==> src/rtl/core/shm_pkg.sv <==
package shm_pkg;

  localparam int unsigned PHASE_COUNT = 8;
  localparam int unsigned PHASE_W     = $clog2(PHASE_COUNT);
  localparam int unsigned COUNT_BITS  = 16;
  localparam int unsigned FIELD_W     = 16;
  localparam logic [FIELD_W-1:0] DELAY_RESET = FIELD_W'(2);

  typedef enum logic [2:0] {
    MODE_TICK        = 3'd0,
    MODE_START       = 3'd1,
    MODE_ENABLE      = 3'd2,
    MODE_DISABLE     = 3'd3,
    MODE_SET_ABORT   = 3'd4,
    MODE_CLEAR_ABORT = 3'd5
  } shm_mode_e;

  typedef logic [PHASE_W-1:0] phase_t;

  // Control flags of the sequencer, passed between the state registers and the update logic.
  typedef struct packed {
    phase_t phase;
    logic   drive_en;
    logic   moving;
    logic   move_dir;
    logic   abort;
  } shm_flags_t;

  typedef struct packed {
    logic [3:0] coils;
    phase_t     phase;
    logic       busy;
    logic       aborted;
    logic       enabled;
  } shm_result_t;

  // Half-step coil pattern, bit0 is the first coil.
  function automatic logic [3:0] coil_pattern(input phase_t ph);
    logic [3:0] pat;
    unique case (ph)
      3'd0:    pat = 4'h1;
      3'd1:    pat = 4'h3;
      3'd2:    pat = 4'h2;
      3'd3:    pat = 4'h6;
      3'd4:    pat = 4'h4;
      3'd5:    pat = 4'hC;
      3'd6:    pat = 4'h8;
      default: pat = 4'h9;
    endcase
    return pat;
  endfunction

endpackage

==> src/rtl/core/shm_update.sv <==
module shm_update import shm_pkg::*; #(
  parameter int unsigned CountBits = COUNT_BITS
) (
  input  logic [2:0]           mode_i,
  input  logic [FIELD_W-1:0]   step_count_i,
  input  logic                 direction_i,
  input  logic [FIELD_W-1:0]   step_delay_i,
  input  shm_flags_t           flags_i,
  input  logic [CountBits-1:0] steps_left_i,
  input  logic [CountBits-1:0] delay_left_i,
  output shm_flags_t           flags_o,
  output logic [CountBits-1:0] steps_left_o,
  output logic [CountBits-1:0] delay_left_o
);

  localparam logic [CountBits-1:0] CountMax = {CountBits{1'b1}};

  logic [CountBits-1:0] count_sat;
  logic [CountBits-1:0] delay_sat;
  logic [CountBits-1:0] delay_dec;
  shm_mode_e            mode;

  // Fit the 16-bit fields into the counter width, saturating when narrower.
  if (CountBits >= FIELD_W) begin : g_wide
    assign count_sat = CountBits'(step_count_i);
    assign delay_sat = CountBits'(step_delay_i);
  end else begin : g_narrow
    assign count_sat = (step_count_i[FIELD_W-1:CountBits] != '0) ? CountMax
                                                                 : step_count_i[CountBits-1:0];
    assign delay_sat = (step_delay_i[FIELD_W-1:CountBits] != '0) ? CountMax
                                                                 : step_delay_i[CountBits-1:0];
  end

  assign mode      = shm_mode_e'(mode_i);
  assign delay_dec = (delay_left_i != '0) ? delay_left_i - 1'b1 : delay_left_i;

  always_comb begin
    flags_o      = flags_i;
    steps_left_o = steps_left_i;
    delay_left_o = delay_left_i;
    unique case (mode)
      MODE_TICK: begin
        if (flags_i.moving) begin
          delay_left_o = delay_dec;
          if (delay_dec == '0) begin
            if (steps_left_i != '0) begin
              flags_o.phase = flags_i.move_dir ? flags_i.phase - 1'b1 : flags_i.phase + 1'b1;
              delay_left_o  = delay_sat;
              steps_left_o  = steps_left_i - 1'b1;
            end else begin
              flags_o.moving = 1'b0;
            end
          end
        end
      end
      MODE_START: begin
        if (flags_i.drive_en && !flags_i.abort) begin
          flags_o.moving = 1'b0;
          steps_left_o   = '0;
          delay_left_o   = '0;
          if (count_sat != '0) begin
            flags_o.move_dir = direction_i;
            flags_o.phase    = direction_i ? flags_i.phase - 1'b1 : flags_i.phase + 1'b1;
            delay_left_o     = delay_sat;
            steps_left_o     = count_sat - 1'b1;
            flags_o.moving   = (count_sat != CountBits'(1)) || (delay_sat != '0);
          end
        end
      end
      MODE_ENABLE: begin
        flags_o.drive_en = 1'b1;
      end
      MODE_DISABLE: begin
        flags_o.drive_en = 1'b0;
        flags_o.moving   = 1'b0;
        steps_left_o     = '0;
        delay_left_o     = '0;
      end
      MODE_SET_ABORT: begin
        flags_o.abort  = 1'b1;
        flags_o.moving = 1'b0;
        steps_left_o   = '0;
        delay_left_o   = '0;
      end
      MODE_CLEAR_ABORT: begin
        flags_o.abort = 1'b0;
      end
      default: begin
      end
    endcase
  end

endmodule

==> src/rtl/core/stepper_half_step_mover.sv <==
// Output: an accepted transaction's result is registered in out_q, or in the
// skid entry when out_q is stalled. Throughput: one transaction per cycle while
// in_ready_o is high; the state update and the result load happen at the
// same edge, and the two-entry output stage drops in_ready_o only when full.
// Reset: coils enabled at phase 0, no move, abort clear, delay register 2.
module stepper_half_step_mover import shm_pkg::*; #(
  parameter int unsigned CountBits = COUNT_BITS
) (
  input  logic               clk_i,
  input  logic               rst_ni,
  input  logic               cfg_we_i,
  input  logic [FIELD_W-1:0] cfg_wdata_i,
  input  logic               in_valid_i,
  output logic               in_ready_o,
  input  logic [2:0]         mode_i,
  input  logic [15:0]        step_count_i,
  input  logic               direction_i,
  output logic               out_valid_o,
  input  logic               out_ready_i,
  output logic [3:0]         coils_o,
  output logic [2:0]         phase_o,
  output logic               busy_res_o,
  output logic               aborted_o,
  output logic               enabled_out_o
);

  logic [FIELD_W-1:0]   step_delay_q;
  shm_flags_t           flags_q, flags_d;
  logic [CountBits-1:0] steps_left_q, steps_left_d;
  logic [CountBits-1:0] delay_left_q, delay_left_d;
  shm_result_t          res_d, out_q, skid_q;
  logic                 out_valid_q, skid_valid_q;
  logic                 in_fire, out_fire;

  shm_update #(.CountBits(CountBits)) u_update (
    .mode_i       (mode_i),
    .step_count_i (step_count_i),
    .direction_i  (direction_i),
    .step_delay_i (step_delay_q),
    .flags_i      (flags_q),
    .steps_left_i (steps_left_q),
    .delay_left_i (delay_left_q),
    .flags_o      (flags_d),
    .steps_left_o (steps_left_d),
    .delay_left_o (delay_left_d)
  );

  assign in_ready_o = !skid_valid_q;
  assign in_fire    = in_valid_i && in_ready_o;
  assign out_fire   = out_valid_q && out_ready_i;

  always_comb begin
    res_d.coils   = flags_d.drive_en ? coil_pattern(flags_d.phase) : 4'h0;
    res_d.phase   = flags_d.phase;
    res_d.busy    = flags_d.moving;
    res_d.aborted = flags_d.abort;
    res_d.enabled = flags_d.drive_en;
  end

  always_ff @(posedge clk_i or negedge rst_ni) begin
    if (!rst_ni) begin
      step_delay_q <= DELAY_RESET;
      flags_q      <= '{phase: '0, drive_en: 1'b1, moving: 1'b0, move_dir: 1'b0, abort: 1'b0};
      steps_left_q <= '0;
      delay_left_q <= '0;
    end else begin
      if (cfg_we_i) begin
        step_delay_q <= cfg_wdata_i;
      end
      if (in_fire) begin
        flags_q      <= flags_d;
        steps_left_q <= steps_left_d;
        delay_left_q <= delay_left_d;
      end
    end
  end

  always_ff @(posedge clk_i or negedge rst_ni) begin
    if (!rst_ni) begin
      out_valid_q  <= 1'b0;
      skid_valid_q <= 1'b0;
    end else begin
      if (in_fire) begin
        if (!out_valid_q || out_ready_i) begin
          out_valid_q <= 1'b1;
        end else begin
          skid_valid_q <= 1'b1;
        end
      end else if (out_fire) begin
        out_valid_q  <= skid_valid_q;
        skid_valid_q <= 1'b0;
      end
    end
  end

  always_ff @(posedge clk_i) begin
    if (in_fire) begin
      if (!out_valid_q || out_ready_i) begin
        out_q <= res_d;
      end else begin
        skid_q <= res_d;
      end
    end else if (out_fire && skid_valid_q) begin
      out_q <= skid_q;
    end
  end

  assign out_valid_o   = out_valid_q;
  assign coils_o       = out_q.coils;
  assign phase_o       = out_q.phase;
  assign busy_res_o    = out_q.busy;
  assign aborted_o     = out_q.aborted;
  assign enabled_out_o = out_q.enabled;

  a_skid_needs_out: assert property (@(posedge clk_i) disable iff (!rst_ni)
    skid_valid_q |-> out_valid_q)
    else $error("skid entry held without an output entry");

  a_idle_counters_clear: assert property (@(posedge clk_i) disable iff (!rst_ni)
    !flags_q.moving |-> (steps_left_q == '0) && (delay_left_q == '0))
    else $error("counters pending while no move is active");

  a_abort_stops_move: assert property (@(posedge clk_i) disable iff (!rst_ni)
    flags_q.abort |-> !flags_q.moving)
    else $error("move active while abort flag is set");

  a_disabled_coils_off: assert property (@(posedge clk_i) disable iff (!rst_ni)
    (out_valid_q && !out_q.enabled) |-> (out_q.coils == 4'h0))
    else $error("coils driven while disabled");

endmodule
==> config.mk <==
export PLATFORM = sky130hd
export DESIGN_NAME = stepper_half_step_mover
export DESIGN_NICKNAME = d
export VERILOG_FILES = /design/src/rtl/core/shm_pkg.sv /design/src/rtl/core/shm_update.sv /design/src/rtl/core/stepper_half_step_mover.sv
export SDC_FILE = /design/constraint.sdc
export NUM_CORES = 1
export LEC_CHECK = 0
export BUFFER_PORTS_ARGS = -buffer_cell sky130_fd_sc_hd__buf_2
export CORE_MARGIN = 10
export CORE_UTILIZATION = 50
export CTS_CLUSTER_DIAMETER = 150
export DETAILED_ROUTE_END_ITERATION = 6
export PLACE_DENSITY = 0.72
export SYNTH_ARGS = -nofsm -noshare
export SYNTH_HDL_FRONTEND = slang
export SYNTH_SLANG_ARGS = --single-unit
==> constraint.sdc <==
create_clock -name clk_i -period 4.3 [get_ports clk_i]
set_input_delay 0.645 -clock clk_i [delete_from_list [all_inputs] [get_ports clk_i]]
set_output_delay 0.645 -clock clk_i [all_outputs]
set_load 0.02 [all_outputs]
==> flow_metrics.tcl <==
set metrics [dict create \
    syn-mean-instance-area_um2 9.12 \
    timing.hold.ws_ps 220 \
    max_freq_ghz 0.254 \
    grt_pass1_wl_um 20500 \
    worst_pin_slew_ps 776 \
    grt_pass1_vias 4192 \
    min_path_type "in2async" \
    endpoint_kind "register" \
    min_period_ps 3940 \
    first_iter_violations 335 \
    worstPathArrival_ps 4200 \
    yosysSeqAreaShare_pct 42.7 \
    antenna_found_initial 0 \
    cts_buffers 9 \
    peakVddDrop_v 0.000253 \
    r2r-start "delay_left_q[0]" \
    worstPathRequired_ps 4560 \
    coreArea_mm2 0.00924 \
    diodes 0 \
    routed_via_density 5.99 \
    finalCritPeriodShare_pct 91.7 \
    dr.pass1.iters 5 \
    status "finished, final reports clean" \
    clkLatencyLatePin_ps 360 \
    wl_per_cell_um 17.2 \
    ys_ff_latch 77 \
    syn-cell-area_mm2 0.00476 \
    synth_top_area_share_pct 28.9 \
    cts_resized 0 \
    rsz0062_at_grt "no" \
    synth_cell_types 64 \
    clk_root_buffer_cell "clkbuf_8" \
    yosysTopAreaCell "dfrtp_1" \
    grt_max_degree 39 \
    multiInputGateArea_mm2 0.00255 \
    crit_path_start_kind "register" \
    rrSetupSlack_ps 360 \
    crit_fanout 22 \
    finalSetupViolCount 0 \
    start_util_pct 51.5 \
    routed-via-count 4226 \
    die_h_um 118 \
    synthArstFlopShare_pct 74.0 \
    drc_errors 0 \
    portBuffers 52 \
    clk_pin_slew_worst_paths_ps 100 \
    wl_um 12100 \
    tns_ps 0 \
    holdBufCountCts 0 \
    synth_warnings 0 \
    gr-usage-all-layers_pct 17.4 \
    fin_cells 705 \
    areaGrowthSynthToFinish_pct 12.3 \
    setup_ws_ps 359 \
    overflow 0 \
    pre_cts_ws_ps 457 \
    fin_util_pct 57.8 \
    clockBufferDepth 2 \
    ant_nets 0 \
    ctsHtreeMaxLevel 3 \
    dieArea_mm2 0.0138 \
    critPathKind "reg2reg" \
    seq_area_mm2 0.00203 \
    hpwlAfterDp_um 8990 \
    nets 618 \
    clock-sinks 77 \
    r2r_end "steps_left_q[3]" \
    place_congestion 0.963 \
    finClkSkew_ps 14.4 \
    netlist_top_cells_area "dfrtp_1 (29%), edfxtp_1 (13%), o21ai_0 (5.3%)" \
    yosys_most_used_dff "dfrtp_1" \
    post_cts_buffers 0 \
    synth_edf_count 20 \
    cap_violations 0 \
    cts_tree "done" \
    rr_worst_depth 12 \
    synthCells 522 \
    leakage_nw 2.15 \
    rows 35 \
    powerDensity_mw_per_mm2 623 \
    synth_nets 569 \
    drive_gt1_share_pct 20.3 \
    die_x_um 118 \
    slew_violations 0 \
    maxSlewHeadroom_pct 48.1 \
    hold_violations 0 \
    fill_cells 813 \
    dp_cells 689 \
    io_pins 53 \
]
## power by group
group / switching [mW] / leakage, nW / internal (mW)
Combinational: 0.928 / 1.17 / 0.619
Clock: 0.314 / 0.0870 / 0.217
Sequential: 0.238 / 0.895 / 1.01
## worst max-delay path, cell delays in order, from the launching register on
cell and delay [ps]:
dfrtp_1 440, inv_1 140, ha_1 350, or3b_2 520
nor4_4 340, nor2_1 100, nor4_1 460, nand4bb_1 160
a21oi_1 200, o21a_1 590, buf_4 290, nand2_1 60
a22o_1 170
## cell usage after synthesis (all sizes together) (5+ instances only)
cell / number
ha: 6
o21ai: 52
nand4: 8
mux2: 18
xnor2: 12
nor2: 50
a32oi: 6
a22oi: 5
nor3: 17
or4: 9
nor4: 16
a21oi: 27
clkbuf: 20
o22ai: 10
nor2b: 6
edfxtp: 20
a22o: 14
or2: 5
nand2: 44
nand3: 13
o21a: 6
buf: 5
and3: 6
a21boi: 6
dfrtp: 55
inv: 22
xor2: 5
or3: 11
## metrics by stage
step	power [mW]	cell area (µm²)
6_report	3.33	5340
5_1_grt	3.58	5340
4_1_cts	3.31	5340
3_5_place_dp	2.78	5160
3_3_place_gp	2.77	5160
2_1_floorplan	2.37	4760
## how the worst max path moves through the flow
stage | startpoint | end | slack [ps] | cells after the start
2_1_floorplan | delay_left_q[0] | coils_o[1] | 920 | 13
3_3_place_gp | delay_left_q[0] | steps_left_q[3] | 560 | 12
3_5_place_dp | delay_left_q[0] | steps_left_q[3] | 460 | 12
4_1_cts | delay_left_q[0] | steps_left_q[3] | 410 | 12
5_1_grt | delay_left_q[0] | steps_left_q[3] | 50 | 12
6_report | delay_left_q[0] | steps_left_q[3] | 360 | 12
## routing by layer
metal  share of wire, %  track usage (%)
met4                1.2             5.56
met5                  0                0
met2                 46             26.8
met1                 48             23.9
met3                5.7             3.41
## area by class of cell
type	instances	share of cell area [%]
Inverter	22	1.55
Multi-Input combinational cell	398	47.7
Clock buffer	9	2.32
Tap cell	129	3.02
Sequential cell	77	38.0
Timing Repair Buffer	63	6.42
Clock inverter	7	1.03
## state kept, by name (all words and copies together) (netlist names), 3 cells and up
name / cells
step_delay_q: 16
coils_o: 4
steps_left_q: 16
phase_o: 3
skid_q: 10
flags_q: 7
delay_left_q: 16
## cells by family (layout without fill, tap and decap cells)
kind of cell | Yosys count | count (layout) | synth area share (%)
multiplexers | 20 | 20 | 4.68
adder cells (fa/ha/maj) | 6 | 6 | 1.58
XOR/XNOR | 17 | 17 | 3.13
AND/OR/NAND/NOR | 201 | 201 | 23.1
AO/OA/AOI/OAI | 154 | 154 | 21.0
buffers and inverters | 47 | 101 | 3.81
flip-flops | 77 | 77 | 42.7
## cell usage in the layout, fill, tap and decap left out, types with 5 or more instances in the layout
cell | netlist | layout
a22o_1 | 14 | 14
xnor2_1 | 12 | 12
o21ai_0 | 50 | 49
a32oi_1 | 6 | 6
nor2b_1 | 6 | 6
dfrtp_1 | 55 | 55
buf_4 | 0 | 11
nor3_1 | 17 | 17
a21boi_0 | 6 | 6
buf_2 | 4 | 52
nand3_1 | 13 | 13
or3_1 | 11 | 11
and3_1 | 6 | 6
ha_1 | 6 | 6
or4_1 | 7 | 7
a21oi_1 | 27 | 27
nand2_1 | 43 | 43
o21a_1 | 6 | 6
nor4_1 | 10 | 10
edfxtp_1 | 20 | 20
a22oi_1 | 5 | 5
mux2_2 | 18 | 18
nor2_1 | 50 | 50
xor2_1 | 5 | 5
nand4_1 | 8 | 8
o22ai_1 | 10 | 10
clkbuf_8 | 0 | 9
inv_1 | 21 | 21
Power figures use the tool's default switching activity.
